### src/sv/scc_pkg.sv
`default_nettype none
// ----------------------------------------------------------------------------
// scc_pkg
// Types and fixed thresholds shared by the skin color classifier modules.
// ----------------------------------------------------------------------------
package scc_pkg;

    localparam int unsigned CFG_IDX_W = 3;
    localparam int unsigned CFG_DATA_W = 8;

    // register indexes
    localparam logic [CFG_IDX_W-1:0] REG_RED_LOW   = 3'd0;
    localparam logic [CFG_IDX_W-1:0] REG_GREEN_LOW = 3'd1;
    localparam logic [CFG_IDX_W-1:0] REG_BLUE_LOW  = 3'd2;
    localparam logic [CFG_IDX_W-1:0] REG_COLOR_GAP = 3'd3;
    localparam logic [CFG_IDX_W-1:0] REG_HUE_HIGH  = 3'd4;
    localparam logic [CFG_IDX_W-1:0] REG_SAT_LOW   = 3'd5;
    localparam logic [CFG_IDX_W-1:0] REG_SAT_HIGH  = 3'd6;
    localparam logic [CFG_IDX_W-1:0] REG_VAL_LOW   = 3'd7;

    // fixed limits of the bright rule, the value box and the hue wrap
    localparam logic [7:0] RED_HIGH     = 8'd220;
    localparam logic [7:0] GREEN_HIGH   = 8'd210;
    localparam logic [7:0] BLUE_HIGH    = 8'd170;
    localparam logic [7:0] VALUE_HIGH   = 8'd255;
    localparam logic [7:0] HUE_WRAP_LOW = 8'd155;

    typedef struct packed {
        logic [7:0] red_low;
        logic [7:0] green_low;
        logic [7:0] blue_low;
        logic [7:0] color_gap;
        logic [7:0] hue_high;
        logic [7:0] sat_low;
        logic [7:0] sat_high;
        logic [7:0] val_low;
    } t_cfg;

    localparam t_cfg CFG_RESET = '{
        red_low:   8'd60,
        green_low: 8'd40,
        blue_low:  8'd20,
        color_gap: 8'd15,
        hue_high:  8'd20,
        sat_low:   8'd20,
        sat_high:  8'd154,
        val_low:   8'd50
    };

    typedef struct packed {
        logic [7:0] blue;
        logic [7:0] green;
        logic [7:0] red;
        logic [7:0] hue;
        logic [7:0] saturation;
        logic [7:0] brightness;
    } t_pixel;

endpackage
`default_nettype wire

### src/sv/skin_color_pixel_classifier.sv
`default_nettype none
// ----------------------------------------------------------------------------
// skin_color_pixel_classifier
// Flags a pixel as skin from its RGB and HSV values and eight thresholds.
// ----------------------------------------------------------------------------
// One pixel per clock while o_in_stall is low; the pixel is registered when the
// request is accepted, one level of compare logic runs, and the flag is
// registered on the output. Input stall rises only when both stages hold
// requests and the output is stalled. The user must write thresholds through
// the config port only while no request is in flight; the block itself does
// not enforce this. Thresholds reset to the documented defaults.
module skin_color_pixel_classifier
    import scc_pkg::*;
(
    input  wire logic                  i_clk,
    input  wire logic                  i_rst_n,
    input  wire logic                  i_cfg_we,
    input  wire logic [CFG_IDX_W-1:0]  i_cfg_idx,
    input  wire logic [CFG_DATA_W-1:0] i_cfg_data,
    input  wire logic                  i_in_valid,
    output logic                       o_in_stall,
    input  wire logic [7:0]            i_blue,
    input  wire logic [7:0]            i_green,
    input  wire logic [7:0]            i_red,
    input  wire logic [7:0]            i_hue,
    input  wire logic [7:0]            i_saturation,
    input  wire logic [7:0]            i_brightness,
    output logic                       o_out_valid,
    input  wire logic                  i_out_stall,
    output logic                       o_is_skin
);

    t_cfg   cfg;
    t_pixel r_pix;
    logic   r_pix_valid;
    logic   r_out_valid;
    logic   r_is_skin;
    logic   is_skin;
    logic   out_adv;
    logic   in_adv;

    scc_cfg_regs u_cfg (
        .i_clk      (i_clk),
        .i_rst_n    (i_rst_n),
        .i_cfg_we   (i_cfg_we),
        .i_cfg_idx  (i_cfg_idx),
        .i_cfg_data (i_cfg_data),
        .o_cfg      (cfg)
    );

    scc_classify u_cls (
        .i_pix     (r_pix),
        .i_cfg     (cfg),
        .o_is_skin (is_skin)
    );

    assign out_adv    = !r_out_valid || !i_out_stall;
    assign in_adv     = !r_pix_valid || out_adv;
    assign o_in_stall = !in_adv;

    always_ff @(posedge i_clk) begin
        if (!i_rst_n) begin
            r_pix_valid <= 1'b0;
            r_out_valid <= 1'b0;
        end else begin
            if (in_adv) begin
                r_pix_valid <= i_in_valid;
            end
            if (out_adv) begin
                r_out_valid <= r_pix_valid;
            end
        end
    end

    always_ff @(posedge i_clk) begin
        if (in_adv && i_in_valid) begin
            r_pix <= '{blue: i_blue, green: i_green, red: i_red, hue: i_hue,
                       saturation: i_saturation, brightness: i_brightness};
        end
        if (out_adv && r_pix_valid) begin
            r_is_skin <= is_skin;
        end
    end

    assign o_out_valid = r_out_valid;
    assign o_is_skin   = r_is_skin;

`ifndef ASSERT_OFF
    // input side stalls only when the whole pipe is full and blocked
    a_stall_only_full: assert property (@(posedge i_clk) disable iff (!i_rst_n)
        o_in_stall |-> (r_pix_valid && r_out_valid && i_out_stall))
        else $error("input stalled while pipeline has room");

    // a classified pixel moving forward shows up as a result next cycle
    a_stage_moves: assert property (@(posedge i_clk) disable iff (!i_rst_n)
        (r_pix_valid && out_adv) |=> o_out_valid)
        else $error("pixel stage request lost");

    // a blocked result keeps its flag until taken
    a_result_held: assert property (@(posedge i_clk) disable iff (!i_rst_n)
        (o_out_valid && i_out_stall) |=> (o_out_valid && $stable(o_is_skin)))
        else $error("stalled result changed");

    // thresholds come out of reset at their defaults
    a_cfg_reset: assert property (@(posedge i_clk) disable iff (!i_rst_n)
        $past(!i_rst_n) |-> (cfg == CFG_RESET))
        else $error("thresholds not at defaults after reset");
`endif

endmodule
`default_nettype wire

### src/sv/scc_cfg_regs.sv
`default_nettype none
// ----------------------------------------------------------------------------
// scc_cfg_regs
// Threshold register file, written through a plain index/data port.
// ----------------------------------------------------------------------------
module scc_cfg_regs
    import scc_pkg::*;
(
    input  wire logic                  i_clk,
    input  wire logic                  i_rst_n,
    input  wire logic                  i_cfg_we,
    input  wire logic [CFG_IDX_W-1:0]  i_cfg_idx,
    input  wire logic [CFG_DATA_W-1:0] i_cfg_data,
    output t_cfg                       o_cfg
);

    t_cfg r_cfg;
    t_cfg n_cfg;

    always_comb begin
        n_cfg = r_cfg;
        if (i_cfg_we) begin
            unique case (i_cfg_idx)
                REG_RED_LOW:   n_cfg.red_low   = i_cfg_data;
                REG_GREEN_LOW: n_cfg.green_low = i_cfg_data;
                REG_BLUE_LOW:  n_cfg.blue_low  = i_cfg_data;
                REG_COLOR_GAP: n_cfg.color_gap = i_cfg_data;
                REG_HUE_HIGH:  n_cfg.hue_high  = i_cfg_data;
                REG_SAT_LOW:   n_cfg.sat_low   = i_cfg_data;
                REG_SAT_HIGH:  n_cfg.sat_high  = i_cfg_data;
                REG_VAL_LOW:   n_cfg.val_low   = i_cfg_data;
                default:       n_cfg = r_cfg;
            endcase
        end
    end

    always_ff @(posedge i_clk) begin
        if (!i_rst_n) begin
            r_cfg <= CFG_RESET;
        end else begin
            r_cfg <= n_cfg;
        end
    end

    assign o_cfg = r_cfg;

endmodule
`default_nettype wire

### src/sv/scc_classify.sv
`default_nettype none
// ----------------------------------------------------------------------------
// scc_classify
// Compare logic: RGB daylight/bright rules and the HSV box.
// ----------------------------------------------------------------------------
module scc_classify
    import scc_pkg::*;
(
    input  wire t_pixel i_pix,
    input  wire t_cfg   i_cfg,
    output logic       o_is_skin
);

    logic [7:0] max_rgb;
    logic [7:0] min_rgb;
    logic [7:0] spread;
    logic [7:0] diff_rg;
    logic       daylight;
    logic       bright;
    logic       hue_ok;
    logic       hsv_ok;

    always_comb begin
        max_rgb = (i_pix.red > i_pix.green) ? i_pix.red : i_pix.green;
        if (i_pix.blue > max_rgb) begin
            max_rgb = i_pix.blue;
        end
        min_rgb = (i_pix.red < i_pix.green) ? i_pix.red : i_pix.green;
        if (i_pix.blue < min_rgb) begin
            min_rgb = i_pix.blue;
        end
        spread  = max_rgb - min_rgb;
        diff_rg = (i_pix.red > i_pix.green) ? (i_pix.red - i_pix.green)
                                            : (i_pix.green - i_pix.red);

        daylight = (i_pix.red > i_cfg.red_low) && (i_pix.green > i_cfg.green_low) &&
                   (i_pix.blue > i_cfg.blue_low) && (spread > i_cfg.color_gap) &&
                   (diff_rg > i_cfg.color_gap) && (i_pix.red > i_pix.green) &&
                   (i_pix.red > i_pix.blue);
        bright   = (i_pix.red > RED_HIGH) && (i_pix.green > GREEN_HIGH) &&
                   (i_pix.blue > BLUE_HIGH) && (diff_rg <= i_cfg.color_gap) &&
                   (i_pix.red > i_pix.blue) && (i_pix.green > i_pix.blue);

        // red hue wraps: low end below the limit, high end above 155
        hue_ok = (i_pix.hue < i_cfg.hue_high) || (i_pix.hue > HUE_WRAP_LOW);
        hsv_ok = hue_ok && (i_pix.saturation >= i_cfg.sat_low) &&
                 (i_pix.saturation <= i_cfg.sat_high) &&
                 (i_pix.brightness >= i_cfg.val_low) &&
                 (i_pix.brightness <= VALUE_HIGH);

        o_is_skin = (daylight || bright) && hsv_ok;
    end

endmodule
`default_nettype wire

### config.mk
export PLATFORM = sky130hd
export DESIGN_NAME = skin_color_pixel_classifier
export DESIGN_NICKNAME = d
export VERILOG_FILES = /design/src/sv/scc_pkg.sv /design/src/sv/skin_color_pixel_classifier.sv /design/src/sv/scc_cfg_regs.sv /design/src/sv/scc_classify.sv
export SDC_FILE = /design/constraint.sdc
export NUM_CORES = 1
export LEC_CHECK = 0
export BUFFER_PORTS_ARGS = -buffer_cell sky130_fd_sc_hd__buf_2
export CORE_MARGIN = 1
export CORE_UTILIZATION = 44
export DETAILED_ROUTE_END_ITERATION = 7
export GPL_ROUTABILITY_DRIVEN = 0
export HOLD_SLACK_MARGIN = 0.05
export PLACE_DENSITY = 0.69
export SYNTH_ARGS = -nofsm -noshare
export SYNTH_HDL_FRONTEND = slang
export SYNTH_SLANG_ARGS = --single-unit
### constraint.sdc
create_clock -name i_clk -period 8 [get_ports i_clk]
set_clock_uncertainty 0.15 [all_clocks]
set_input_delay 1.2 -clock i_clk [delete_from_list [all_inputs] [get_ports i_clk]]
set_output_delay 1.2 -clock i_clk [all_outputs]
set_load 0.02 [all_outputs]
After elaboration in Yosys (flattened, before gate mapping)
Cells that the tools add are included.
{"block": "totals", "ff_bits": 115, "inputBits": 64, "out_inout_bits": 3, "word_cells": 88}
{"block": "classes", "n_addsub": 3, "order_cmp": 21, "eq_ne": 7, "mux": 5, "reduce_logical": 35}
{"op": "$gt A8 B8 Y1", "n": 9}
{"op": "$mux W8", "n": 5}
{"op": "$gt A8 B8 Y1 const B", "n": 4}
{"op": "$lt A8 B8 Y1", "n": 3}
{"op": "$sub A8 B8 Y8", "n": 3}
{"op": "$logic_and A1 B1 Y1", "n": 18}
{"op": "$ge A8 B8 Y1", "n": 2}
{"op": "$le A8 B8 Y1", "n": 2}
{"op": "$reduce_and A2 Y1", "n": 8}
{"op": "$eq A3 B3 Y1 const B", "n": 4}
{"op": "$le A8 B8 Y1 const B", "n": 1}
{"op": "$eq A3 B2 Y1 const B", "n": 2}
{"op": "$logic_not A1 Y1", "n": 4}
{"op": "$logic_or A1 B1 Y1", "n": 4}
{"op": "$eq A3 B1 Y1 const B", "n": 1}
{"op": "$logic_not A3 Y1", "n": 1}

Logic depth before layout (Yosys ltp)
{"block": "logic_depth", "word_depth": 12, "ltp_mapped": 35, "ltp_nobuf": 33}

By module
From an unflattened synthesis, not the netlist that was laid out.
{"block": "unflattened", "cells_unflattened": 806, "hier_area_um2": 7862.5}
{"module": "scc_classify", "instances": 1, "cells_per_inst": 518, "area_each_um2": 3849.9, "seq_area_each_um2": 0.0}
{"module": "scc_cfg_regs", "instances": 1, "cells_per_inst": 231, "area_each_um2": 2457.4, "seq_area_each_um2": 1281.2}
{"module": "skin_color_pixel_classifier", "instances": 1, "cells_per_inst": 57, "area_each_um2": 1555.2, "seq_area_each_um2": 1511.4}

Least setup slack after synthesis
OpenSTA, ideal clock, no wires.
{"block": "synth_path", "path_type": "register to register", "startpoint": "register r_pix[24] (netlist name)", "endpoint": "register r_is_skin (netlist: o_is_skin), data pin", "setup_ns": 0.175, "t_arrival_ns": 6.205, "required_ns": 7.675, "setup_slack_ns": 1.470, "path_stages_with_launch": 32, "path_buffers": 2, "period_less_slack_ns": 6.530, "path_cell_list": "edfxtp_1 inv_1 ha_1 inv_1 fa_1 nand3_1 a21oi_4 o22ai_4 clkbuf_1 clkbuf_1 a21oi_1 ha_1 a21o_1 a21o_1 a21oi_1 a21oi_1 a21o_1 inv_1 ha_1 a21oi_1 o21ai_0 a21o_1 a21oi_1 o211ai_1 xor2_1 ha_1 nand4_1 nor2_1 nor4_1 o211ai_1 o31ai_1 nor4bb_1"}
{"block": "synth_via", "elab_chain_cells": 12, "word_cells_on_any_way": 31, "cone_classes": "add/sub: 3; order compare: 10; mux: 5; reduce/logical: 13"}
{"element": "from (decl)", "line_no": "skin_color_pixel_classifier.sv:34", "text": "t_pixel r_pix;"}
{"element": "from (signal assigned)", "line_no": "skin_color_pixel_classifier.sv:77", "text": "r_pix <= '{blue: i_blue, green: i_green, red: i_red, hue: i_hue,"}
{"element": "$gt A8 B8 Y1 / $lt A8 B8 Y1 (equally long branches)"}
{"element": "$mux W8 (on tied branches)", "line_no": "scc_classify.sv:24, scc_classify.sv:28"}
{"element": "$gt A8 B8 Y1 / $lt A8 B8 Y1 (equally long branches)", "line_no": "scc_classify.sv:25, scc_classify.sv:29"}
{"element": "$mux W8 (on tied branches)", "line_no": "scc_classify.sv:25, scc_classify.sv:29"}
{"element": "$sub A8 B8 Y8", "line_no": "scc_classify.sv:32", "text": "spread = max_rgb - min_rgb;"}
{"element": "$gt A8 B8 Y1", "line_no": "scc_classify.sv:37", "text": "(i_pix.blue > i_cfg.blue_low) && (spread > i_cfg.color_gap) &&"}
{"element": "$logic_and A1 B1 Y1 (2 in a row)", "line_no": "scc_classify.sv:37"}
{"element": "$logic_and A1 B1 Y1 (2 in a row)", "line_no": "scc_classify.sv:38", "text": "(diff_rg > i_cfg.color_gap) && (i_pix.red > i_pix.green) &&"}
{"element": "$logic_or A1 B1 Y1 *", "line_no": "scc_classify.sv:51", "text": "o_is_skin = (daylight || bright) && hsv_ok;"}
{"element": "$logic_and A1 B1 Y1 *", "line_no": "scc_classify.sv:51"}
{"element": "via is_skin", "line_no": "skin_color_pixel_classifier.sv:38", "text": "logic is_skin;"}
{"element": "to (signal assigned)", "line_no": "skin_color_pixel_classifier.sv:81", "text": "r_is_skin <= is_skin;"}
{"element": "to (decl)", "line_no": "skin_color_pixel_classifier.sv:37", "text": "logic r_is_skin;"}
The timed path passes the listed nets; every way through them passes the cells marked *.
A chain may end at the register's enable or synchronous reset.

Final worst setup path
{"block": "layout_path", "startpoint": "register r_pix[33] (netlist name)", "endpoint": "register r_is_skin (netlist: o_is_skin), data pin"}
Same word-level chain as after synthesis.

==> results.sh <==
export IMPL_status="completed"
export IMPL_finalMaxSlewViolations=0
export IMPL_synthesis_area_mm2=0.007754
export IMPL_numCtsBuffers=17
export IMPL_clk_pin_slew_ns=0.06
export IMPL_worst_slack_ns=1.091
export IMPL_diodes=0
export IMPL_io_pin_count=67
export IMPL_hp_class="reg -> reg"
export IMPL_clockBufferDepth=2
export IMPL_nets=1106
export IMPL_syn_area_per_cell_um2=9.101
export IMPL_ir_drop_mv=0.1299
export IMPL_path_max_fanout=18
export IMPL_finalHoldViolCount=0
export IMPL_ys_types=56
export IMPL_crit_arrival_ns=6.97
export IMPL_drt_wl_total_mm=19.08
export IMPL_hold_worst_slack_ns=0.3145
export IMPL_synth_flop_cell="dfxtp_1"
export IMPL_crit_required_ns=8.06
export IMPL_finalSetupViolCount=0
export IMPL_leakage_nw=3.903
export IMPL_core_mm2=0.01724
export IMPL_cts_sinks=115
export IMPL_ctsHoldBuffers=0
export IMPL_portBuffers=66
export IMPL_dp_hpwl_mm=14.38
export IMPL_post_route_period_util_pct=86.36
export IMPL_cpMostUsedCell="a21oi_1"
export IMPL_seqCellArea_mm2=0.002793
export IMPL_drive_gt1_share_pct=12.28
export IMPL_yosys_warnings=0
export IMPL_grt_usage_pct=22.27
export IMPL_placementRows=48
export IMPL_viasPerCell=5.348
export IMPL_async_flop_share_pct=0
export IMPL_dr_pass1_iters=5
export IMPL_die_h_um=134.7
export IMPL_powerDensity_mw_per_mm2=207.8
export IMPL_synth_area_top_cells="ha_1 20%, edfxtp_1 19%, dfxtp_1 17%"
export IMPL_final_fill_count=1572
export IMPL_start_util_pct=44.98
export IMPL_slowest_delay_ns=0.64
export IMPL_clk_latency_ns=0.42
export IMPL_worst_pin_slew_ns=1.236
export IMPL_overflow=0
export IMPL_clock_fmax_mhz=144.7
export IMPL_grt_pass1_wl_mm=30.48
export IMPL_finalSetupTns_ns=0
export IMPL_yosys_area_top_type="ha_1"
export IMPL_ys_seq_area_share_pct=36.02
export IMPL_via_count=6166
export IMPL_place_area_mm2=0.008282
export IMPL_rsz0062_at_grt="false"
export IMPL_worstSetupStartpointType="flip-flop"
export IMPL_synth_top_area_share_pct=20.01
export IMPL_tritoncts="done"
export IMPL_antenna_found_initial=0
export IMPL_fin_area_mm2=0.008830
export IMPL_synth_edf_count=49
export IMPL_crit_type="reg -> reg"
export IMPL_synthCells=852
export IMPL_dpl_worst_slack_ns=1.256
export IMPL_cts_resized=0
export IMPL_drc_errors=0
export IMPL_multiInputGateArea_mm2=0.004479
export IMPL_syn_num_nets=1043
export IMPL_clockRootBuffer="clkbuf_16"
export IMPL_die_x_um=134.7
export IMPL_crit_path_end_kind="flip-flop"
export IMPL_max_cap_violations=0
export IMPL_first_iter_violations=461
export IMPL_htreeDepth=4
export IMPL_final_antenna_net_count=0
export IMPL_postCtsSetupBuffers=0
export IMPL_cp_slowest_cell="edfxtp_1"
export IMPL_slew_headroom_pct=16.98
export IMPL_min_period_ns=6.909
export IMPL_grt_max_degree=67
export IMPL_wl_per_cell_um=16.55
export IMPL_dieArea_mm2=0.01816
export IMPL_grt_pass1_vias=5821
export IMPL_synth_seq_cells=115
export IMPL_synthToLayoutAreaGrowth_pct=13.88
[logic make-up after synthesis]
family | share of synthesized area (%)
adder cells (fa/ha/maj) | 20.78
flip-flops | 36.02
AND/OR/NAND/NOR | 14.10
XOR/XNOR | 1.468
AO/OA/AOI/OAI | 18.44
multiplexers | 2.872
buffers and inverters | 6.310
[worst max-delay path, delay by kind of cell, from the launching register on]
kind / cells / cell delay [ns]
XOR/XNOR: 1 / 0.17
flip-flops: 1 / 0.64
AO/OA/AOI/OAI: 15 / 2.55
AND/OR/NAND/NOR: 8 / 1.13
adder cells (fa/ha/maj): 4 / 1.28
buffers and inverters: 4 / 0.76
[registers in the layout, summed over array words and instances (netlist names)]
| register | flops |
|---|---|
| u_cfg.o_cfg | 64 |
| r_pix | 48 |
| o_is_skin | 1 |
| o_out_valid | 1 |
| r_pix_valid | 1 |
[where the power goes]
part           internal, mW  total (mW)  switching [mW]  leakage (nW)
combinational         0.212       0.476           0.264          2.62
sequential            0.639       0.662          0.0232          1.01
clock                 0.422       0.697           0.275         0.274
[cells in the mapped netlist, types with 3 or more instances]
master    number
dfxtp_1       66
nor3_1         7
and3_1         3
o22ai_1        4
fa_1           3
nor2b_1       19
a21oi_1       49
o21a_1        12
mux2i_1       14
mux2_2         6
nand2b_1      10
xor2_1         4
clkbuf_1      17
a31oi_1        3
xnor2_1        9
buf_4          5
inv_1         97
o211ai_1      27
a211oi_1       6
a21o_1        24
nand3_1       10
a21boi_0      44
ha_1         124
nand4_1       15
edfxtp_1      49
nor2_1        34
nand2_1      131
o21ai_0       24
[per-layer routing]
layer | share of wire (%) | routed length, um | GRT usage (%)
met4 | 2.3 | 448 | 8.677
met1 | 46 | 8746 | 29.74
met2 | 46 | 8825 | 34.88
met3 | 5.5 | 1058 | 5.068
met5 | 0 | 0 | 0
[layout make-up]
class	count	share of cell area, %
Clock buffer	21	5.342
Clock inverter	11	0.8644
Tap cell	225	3.188
Sequential cell	115	31.63
Multi-Input combinational cell	613	50.73
Timing Repair Buffer	70	4.081
Inverter	98	4.166
[metrics by stage]
stage / util [%] / total power [mW] / instances
6_report: 51.23 / 1.835 / 1153
3_3_place_gp: 48.05 / 1.137 / 1121
4_1_cts: 51.23 / 1.843 / 1153
3_5_place_dp: 48.05 / 1.142 / 1121
5_1_grt: 51.23 / 1.938 / 1153
2_1_floorplan: - / 1.021 / 852
[cells in the final DEF, fill, tap and decap left out, types with 27 or more instances in the layout]
master	count
nand2_1	131
ha_1	124
inv_1	97
buf_2	66
dfxtp_1	66
a21oi_1	49
edfxtp_1	49
a21boi_0	44
nor2_1	34
o211ai_1	27
[worst paths after layout]
path	startpoint	endpoint	slack, ns	cells past startpoint
worst max-delay path	r_pix[33]$_DFFE_PP_	o_is_skin$_DFFE_PP_	1.09	32
worst min-delay path	u_cfg.o_cfg[55]$_SDFFE_PN0P_	u_cfg.o_cfg[55]$_SDFFE_PN0P_	0.31	2
worst max register to register	r_pix[33]$_DFFE_PP_	o_is_skin$_DFFE_PP_	1.09	32
worst min register to register	u_cfg.o_cfg[55]$_SDFFE_PN0P_	u_cfg.o_cfg[55]$_SDFFE_PN0P_	0.31	2
No activity file was read; power rests on OpenSTA's default activity.
